$ cat config.mk
export PLATFORM = sky130hd
export DESIGN_NAME = md5_stream_hash_unit
export DESIGN_NICKNAME = d
export VERILOG_FILES = /design/src/md5sh_pkg.sv /design/src/md5_stream_hash_unit.sv
export SDC_FILE = /design/constraint.sdc
export NUM_CORES = 2
export LEC_CHECK = 0
export BUFFER_PORTS_ARGS = -buffer_cell sky130_fd_sc_hd__buf_4
export CORE_ASPECT_RATIO = 1.5
export CORE_MARGIN = 2
export CORE_UTILIZATION = 67
export CTS_BUF_LIST = sky130_fd_sc_hd__clkbuf_4 sky130_fd_sc_hd__clkbuf_8
export CTS_CLUSTER_DIAMETER = 80
export DETAILED_ROUTE_END_ITERATION = 16
export HOLD_SLACK_MARGIN = 0.06
export PLACE_DENSITY = 0.8
export SLEW_MARGIN = 15
export SYNTH_ARGS = -nofsm -noshare
export SYNTH_HDL_FRONTEND = slang
export SYNTH_SLANG_ARGS = --single-unit
$ cat constraint.sdc
create_clock -name clk -period 11.4 [get_ports clk]
set_clock_uncertainty 0.05 [all_clocks]
set_input_delay 1.14 -clock clk [delete_from_list [all_inputs] [get_ports clk]]
set_output_delay 1.14 -clock clk [all_outputs]
set_load 0.02 [all_outputs]
$ cat src/md5sh_pkg.sv
`default_nettype none
package md5sh_pkg;

	typedef struct packed {
		logic [7:0] data_byte;
		logic       is_final;
	} msg_word_t;

	typedef struct packed {
		logic [31:0] digest_word;
		logic [1:0]  word_index;
		logic        last_word;
	} dig_word_t;

	localparam logic [31:0] IV_A = 32'h67452301;
	localparam logic [31:0] IV_B = 32'hefcdab89;
	localparam logic [31:0] IV_C = 32'h98badcfe;
	localparam logic [31:0] IV_D = 32'h10325476;

	localparam logic [7:0] PAD_MARK   = 8'h80;
	localparam logic [5:0] LAST_ROUND = 6'd63;
	localparam logic [5:0] LEN_POS    = 6'd56;

	function automatic logic [31:0] round_const(input logic [5:0] i);
		logic [31:0] k;
		case (i)
			6'd0:  k = 32'hd76aa478;
			6'd1:  k = 32'he8c7b756;
			6'd2:  k = 32'h242070db;
			6'd3:  k = 32'hc1bdceee;
			6'd4:  k = 32'hf57c0faf;
			6'd5:  k = 32'h4787c62a;
			6'd6:  k = 32'ha8304613;
			6'd7:  k = 32'hfd469501;
			6'd8:  k = 32'h698098d8;
			6'd9:  k = 32'h8b44f7af;
			6'd10: k = 32'hffff5bb1;
			6'd11: k = 32'h895cd7be;
			6'd12: k = 32'h6b901122;
			6'd13: k = 32'hfd987193;
			6'd14: k = 32'ha679438e;
			6'd15: k = 32'h49b40821;
			6'd16: k = 32'hf61e2562;
			6'd17: k = 32'hc040b340;
			6'd18: k = 32'h265e5a51;
			6'd19: k = 32'he9b6c7aa;
			6'd20: k = 32'hd62f105d;
			6'd21: k = 32'h02441453;
			6'd22: k = 32'hd8a1e681;
			6'd23: k = 32'he7d3fbc8;
			6'd24: k = 32'h21e1cde6;
			6'd25: k = 32'hc33707d6;
			6'd26: k = 32'hf4d50d87;
			6'd27: k = 32'h455a14ed;
			6'd28: k = 32'ha9e3e905;
			6'd29: k = 32'hfcefa3f8;
			6'd30: k = 32'h676f02d9;
			6'd31: k = 32'h8d2a4c8a;
			6'd32: k = 32'hfffa3942;
			6'd33: k = 32'h8771f681;
			6'd34: k = 32'h6d9d6122;
			6'd35: k = 32'hfde5380c;
			6'd36: k = 32'ha4beea44;
			6'd37: k = 32'h4bdecfa9;
			6'd38: k = 32'hf6bb4b60;
			6'd39: k = 32'hbebfbc70;
			6'd40: k = 32'h289b7ec6;
			6'd41: k = 32'heaa127fa;
			6'd42: k = 32'hd4ef3085;
			6'd43: k = 32'h04881d05;
			6'd44: k = 32'hd9d4d039;
			6'd45: k = 32'he6db99e5;
			6'd46: k = 32'h1fa27cf8;
			6'd47: k = 32'hc4ac5665;
			6'd48: k = 32'hf4292244;
			6'd49: k = 32'h432aff97;
			6'd50: k = 32'hab9423a7;
			6'd51: k = 32'hfc93a039;
			6'd52: k = 32'h655b59c3;
			6'd53: k = 32'h8f0ccc92;
			6'd54: k = 32'hffeff47d;
			6'd55: k = 32'h85845dd1;
			6'd56: k = 32'h6fa87e4f;
			6'd57: k = 32'hfe2ce6e0;
			6'd58: k = 32'ha3014314;
			6'd59: k = 32'h4e0811a1;
			6'd60: k = 32'hf7537e82;
			6'd61: k = 32'hbd3af235;
			6'd62: k = 32'h2ad7d2bb;
			6'd63: k = 32'heb86d391;
			default: k = '0;
		endcase
		return k;
	endfunction

	function automatic logic [4:0] rot_amount(input logic [1:0] phase, input logic [1:0] j);
		logic [4:0] s;
		case ({phase, j})
			4'd0:  s = 5'd7;
			4'd1:  s = 5'd12;
			4'd2:  s = 5'd17;
			4'd3:  s = 5'd22;
			4'd4:  s = 5'd5;
			4'd5:  s = 5'd9;
			4'd6:  s = 5'd14;
			4'd7:  s = 5'd20;
			4'd8:  s = 5'd4;
			4'd9:  s = 5'd11;
			4'd10: s = 5'd16;
			4'd11: s = 5'd23;
			4'd12: s = 5'd6;
			4'd13: s = 5'd10;
			4'd14: s = 5'd15;
			4'd15: s = 5'd21;
			default: s = 5'd0;
		endcase
		return s;
	endfunction

	// message word index used by round i
	function automatic logic [3:0] msg_index(input logic [5:0] i);
		logic [3:0] x;
		logic [3:0] g;
		x = i[3:0];
		case (i[5:4])
			2'd0: g = x;
			2'd1: g = x * 4'd5 + 4'd1;
			2'd2: g = x * 4'd3 + 4'd5;
			2'd3: g = x * 4'd7;
			default: g = x;
		endcase
		return g;
	endfunction

	function automatic logic [31:0] round_fn(input logic [1:0] phase,
			input logic [31:0] b, input logic [31:0] c, input logic [31:0] d);
		logic [31:0] f;
		case (phase)
			2'd0: f = (b & c) | (~b & d);
			2'd1: f = (b & d) | (c & ~d);
			2'd2: f = b ^ c ^ d;
			2'd3: f = c ^ (b | ~d);
			default: f = '0;
		endcase
		return f;
	endfunction

	function automatic logic [31:0] rotl32(input logic [31:0] x, input logic [4:0] s);
		logic [63:0] t;
		t = {x, x} << s;
		return t[63:32];
	endfunction

endpackage
`default_nettype wire

$ cat src/md5_stream_hash_unit.sv
// Each byte is taken while no block is being compressed.
// A full 64-byte block is compressed by load, rounds and fold on one shared round datapath.
// The final byte adds one or two such passes, then four digest words, one per cycle while dig_ready is high.
// Throughput: 1 byte per cycle within a block; bytes stall while a block is compressed.
// Reset (arst_n low, async): chaining words to the initial vector, count to zero, idle.
// The block buffer is not cleared; every byte is written before it is read.
`default_nettype none
module md5_stream_hash_unit
	import md5sh_pkg::*;
(
	input  wire logic      clk,
	input  wire logic      arst_n,
	input  wire logic      msg_valid,
	output logic           msg_ready,
	input  wire msg_word_t msg,
	output logic           dig_valid,
	input  wire logic      dig_ready,
	output dig_word_t      dig
);

	typedef enum logic [2:0] {
		ST_IDLE,
		ST_LOAD,
		ST_ROUND,
		ST_FOLD,
		ST_OUT
	} state_t;

	state_t      state_q;
	logic [60:0] count_q;
	logic [31:0] chain_q [4];
	logic [6:0]  keep_q;   // bytes below this come from the buffer
	logic        mark_q;   // 0x80 at byte keep_q
	logic        len_q;    // bit length in words 14 and 15
	logic        fin_q;
	logic [5:0]  rnd_q;
	logic [1:0]  oidx_q;

	logic [31:0] blk_q [16];
	logic [31:0] a_q, b_q, c_q, d_q, pre_q;

	logic [5:0]  pos;
	logic [5:0]  pos_next;
	logic        take;
	logic [63:0] len_bits;
	logic [3:0]  rd_g;
	logic [31:0] raw_word;
	logic [31:0] w_sel;
	logic [5:0]  rnd_next;
	logic [31:0] f_val;
	logic [31:0] t_val;
	logic [31:0] pre_next;

	assign pos      = count_q[5:0];
	assign pos_next = pos + 6'd1;
	assign take     = msg_valid && msg_ready;
	assign len_bits = {count_q, 3'b000};
	assign rnd_next = rnd_q + 6'd1;

	// padded view of one buffer word
	always_comb begin
		logic [5:0] k;
		rd_g     = (state_q == ST_LOAD) ? 4'd0 : msg_index(rnd_next);
		raw_word = blk_q[rd_g];
		w_sel    = '0;
		for (int b = 0; b < 4; b++) begin
			k = {rd_g, 2'(b)};
			if ({1'b0, k} < keep_q)
				w_sel[8*b +: 8] = raw_word[8*b +: 8];
			else if (mark_q && ({1'b0, k} == keep_q))
				w_sel[8*b +: 8] = PAD_MARK;
		end
		if (len_q && rd_g == 4'd14)
			w_sel = len_bits[31:0];
		else if (len_q && rd_g == 4'd15)
			w_sel = len_bits[63:32];
	end

	// pre_q holds a + K + w for the current round, built ahead of it in pre_next
	assign f_val    = round_fn(rnd_q[5:4], b_q, c_q, d_q);
	assign t_val    = b_q + rotl32(pre_q + f_val, rot_amount(rnd_q[5:4], rnd_q[1:0]));
	assign pre_next = ((state_q == ST_LOAD) ? chain_q[0] : d_q)
		+ round_const((state_q == ST_LOAD) ? 6'd0 : rnd_next) + w_sel;

	assign msg_ready        = (state_q == ST_IDLE);
	assign dig_valid        = (state_q == ST_OUT);
	assign dig.digest_word  = chain_q[oidx_q];
	assign dig.word_index   = oidx_q;
	assign dig.last_word    = (oidx_q == 2'd3);

	always_ff @(posedge clk or negedge arst_n) begin
		if (!arst_n) begin
			state_q    <= ST_IDLE;
			count_q    <= '0;
			chain_q[0] <= IV_A;
			chain_q[1] <= IV_B;
			chain_q[2] <= IV_C;
			chain_q[3] <= IV_D;
			keep_q     <= '0;
			mark_q     <= 1'b0;
			len_q      <= 1'b0;
			fin_q      <= 1'b0;
			rnd_q      <= '0;
			oidx_q     <= '0;
		end else begin
			case (state_q)
				ST_IDLE: begin
					if (take) begin
						count_q <= count_q + 61'd1;
						if (pos == LAST_ROUND) begin
							keep_q  <= 7'd64;
							mark_q  <= 1'b0;
							len_q   <= 1'b0;
							fin_q   <= msg.is_final;
							state_q <= ST_LOAD;
						end else if (msg.is_final) begin
							keep_q  <= {1'b0, pos_next};
							mark_q  <= 1'b1;
							len_q   <= (pos_next < LEN_POS);
							fin_q   <= 1'b1;
							state_q <= ST_LOAD;
						end
					end
				end
				ST_LOAD: begin
					rnd_q   <= '0;
					state_q <= ST_ROUND;
				end
				ST_ROUND: begin
					rnd_q <= rnd_next;
					if (rnd_q == LAST_ROUND)
						state_q <= ST_FOLD;
				end
				ST_FOLD: begin
					chain_q[0] <= chain_q[0] + a_q;
					chain_q[1] <= chain_q[1] + b_q;
					chain_q[2] <= chain_q[2] + c_q;
					chain_q[3] <= chain_q[3] + d_q;
					if (len_q) begin
						oidx_q  <= '0;
						state_q <= ST_OUT;
					end else if (mark_q) begin
						// marker block had no room for the length
						keep_q  <= '0;
						mark_q  <= 1'b0;
						len_q   <= 1'b1;
						state_q <= ST_LOAD;
					end else if (fin_q) begin
						// last byte closed a full block: padding starts a new one
						keep_q  <= '0;
						mark_q  <= 1'b1;
						len_q   <= 1'b1;
						state_q <= ST_LOAD;
					end else begin
						state_q <= ST_IDLE;
					end
				end
				ST_OUT: begin
					if (dig_ready) begin
						oidx_q <= oidx_q + 2'd1;
						if (oidx_q == 2'd3) begin
							chain_q[0] <= IV_A;
							chain_q[1] <= IV_B;
							chain_q[2] <= IV_C;
							chain_q[3] <= IV_D;
							count_q    <= '0;
							fin_q      <= 1'b0;
							len_q      <= 1'b0;
							mark_q     <= 1'b0;
							state_q    <= ST_IDLE;
						end
					end
				end
				default: state_q <= ST_IDLE;
			endcase
		end
	end

	always_ff @(posedge clk) begin
		if (take)
			blk_q[pos[5:2]][{pos[1:0], 3'b000} +: 8] <= msg.data_byte;
		if (state_q == ST_LOAD) begin
			a_q   <= chain_q[0];
			b_q   <= chain_q[1];
			c_q   <= chain_q[2];
			d_q   <= chain_q[3];
			pre_q <= pre_next;
		end else if (state_q == ST_ROUND) begin
			a_q   <= d_q;
			d_q   <= c_q;
			c_q   <= b_q;
			b_q   <= t_val;
			pre_q <= pre_next;
		end
	end

endmodule
`default_nettype wire

==> reports/qor.yml <==
wl_per_cell_um: 25.2
yosysMostFrequentCell: "nand2_1"
status: "complete, no violations"
drtIter0Drc: 4784
areaGrowthSynthToFinish_pct: 7.15
rsz0062_at_grt: "no"
drcViolationCount: 0
ctsResizeCount: 0
relSlewSlack: 0.156
max_freq_ghz: 0.105
clk_path_buf_depth: 3
place.detailed.hpwl_um: 122000
slowest_stage: "or3_1"
core.rowCount: 129
hold_path_class: "input port to async pin"
io_buffers: 49
crit_top_cell: "a21oi_1"
ys_seq_elements: 882
yosys.area.top_type: "edfxtp_1"
viasPerCell: 6.70
numCtsBuffers: 138
ys_async_sr_fraction: 0.238
worst_pin_slew_ns: 1.26
insertion_delay_ns: 0.91
regToRegSetupSlack_ns: 1.84
die_x_um: 240
cts-root-buf: "clkbuf_8"
drive_above_1_share: 0.0901
io_pins: 50
wl_um: 177000
ff2ff_path_depth: 31
criticalPathCategory: "flip-flop to flip-flop"
cts_hold_buffers: 0
overflow: 0
cts_setup_buffers: 0
worstPathRequired_ns: 11.93
yosys-top-cells-area: "edfxtp_1 (36%), nand2_1 (7.8%), ha_1 (7.0%), dfrtp_1 (6.5%), a21oi_1 (3.4%)"
yosysSeqAreaShare: 0.455
maxSlewViolCount: 0
synth_nets: 6240
vias: 47100
end_kind: "flip-flop"
min_period_over_period: 0.839
postSynthAreaPerCell_um2: 9.55
synth_top_area_frac: 0.360
preCtsSetupSlack_ns: 2.04
reg2reg_to: "pre_q[31]$_DFFE_PP_"
grt_max_degree: 170
grt.total_usage: 0.415
critPathMaxFanout: 37
die-area_um2: 86100
core_area_um2: 82600
routabilityCongestion: 1.09
detail-route-antenna-nets: 0
ys.flop_type: "edfxtp_1"
syn-cell-area_um2: 56100
syn_inst: 5872
yosys_warnings: 0
antenna_found_initial: 3
fin_util: 0.727
grt_pass1_vias: 45700
synthDistinctLibCells: 95
maxCapViolCount: 0
nNetsFinal: 6167
clk_pin_slew_ns: 0.07
die_y_um: 358
max_stage_delay_ns: 0.75
fin_setup_tns_ns: 0
synthTopCellsByCount: "nand2_1 (1163), edfxtp_1 (672), nor2_1 (404)"
r2r-start: "rnd_q[0]$_DFFE_PN0P_"
initial_core_util: 0.679
min_period_ns: 9.56
hold_viol: 0
htreeDepth: 4
dr.pass1.iters: 6
cts_sinks: 882
grt_pass1_wl_um: 268000
setup_violations: 0
critPathLaunchType: "flip-flop"
setup_ws_ns: 1.84
synth-edff-count: 672
cts_tree: "yes"
arrival_ns: 10.09
## state kept, by name, indices dropped and copies added (netlist names), 2 cells and up
register,count
count_q,61
rnd_q,6
keep_q,7
chain_q,128
pre_q,32
blk_q,512
d_q,32
b_q,32
state_q,3
c_q,32
a_q,32
oidx_q,2
## worst max-delay path, delay by kind of cell (launching register included)
kind	cells	cell delay, ns
buffers and inverters	6	1.85
xor gates and xnor gates	2	0.35
and+or+nand+nor	3	0.87
AOI/OAI and AO/OA	16	3.95
DFF	1	0.33
adders and majority gates	4	1.85
## final cells by class
cell class                      count  area (um2)
Antenna cell                        2        5.00
Timing Repair Buffer              116         888
Fill cell                        6124       22600
Tap cell                         1113        1390
Inverter                          120         459
Multi-Input combinational cell   4541       28900
Clock inverter                     66         594
Clock buffer                      189        2330
Sequential cell                   882       25500
## logic make-up after synthesis
logic type / share of synthesized area
xor+xnor: 0.0437
simple gates: 0.180
compound gates: 0.166
flops: 0.455
fa+ha+maj: 0.0848
buf+inv: 0.0326
mux: 0.0378
## per-layer routing
metal / GRT usage / vias up / share of wire
met5: 0 / - / 0.000096
met4: 0.337 / 4 / 0.094
met3: 0.0898 / 769 / 0.087
met2: 0.687 / 2564 / 0.48
met1: 0.462 / 22400 / 0.34
li1: - / 21300 / -
## how the worst max path moves through the flow
stage,startpoint,end,cells after the start
detailed placement,rnd_q[0]$_DFFE_PN0P_,pre_q[31]$_DFFE_PP_,31
CTS,rnd_q[4]$_DFFE_PN0P_,pre_q[31]$_DFFE_PP_,29
finish,rnd_q[0]$_DFFE_PN0P_,pre_q[31]$_DFFE_PP_,31
global route,rnd_q[4]$_DFFE_PN0P_,pre_q[31]$_DFFE_PP_,29
global placement,rnd_q[0]$_DFFE_PN0P_,pre_q[31]$_DFFE_PP_,31
floorplan,state_q[1]$_DFFE_PN0P_,a_q[0]$_DFFE_PP_,3
## placed cells by master, fill, tap and decap left out, drive strengths merged, types with 49 or more instances in the layout
master,synthesis,layout
a211oi,58,58
a21o,80,80
a21oi,381,381
a311oi,105,105
a31oi,76,76
and2,54,54
and3,111,111
buf,109,116
clkbuf,220,189
clkinv,2,49
dfrtp,146,146
dfstp,64,64
edfxtp,672,672
ha,313,313
inv,118,129
mux2i,108,108
nand2,1163,1163
nand2b,63,63
nand3,264,264
nor2,405,405
nor3,100,100
o21ai,375,375
xnor2,154,154
xor2,120,120
## per-stage QoR
stage	hold slack, ns	std cells	cell area (um2)
after global routing	0.285	7028	60100
after global placement	0.413	6770	57100
final	0.233	7029	60100
after detailed placement	0.417	6770	57100
after CTS	0.225	7025	60100
after floorplan	0.399	5872	56100
Power is left out: the tool's default activity adds up to more than one toggle a clock period on the data nets, which glitch-free logic cannot reach.
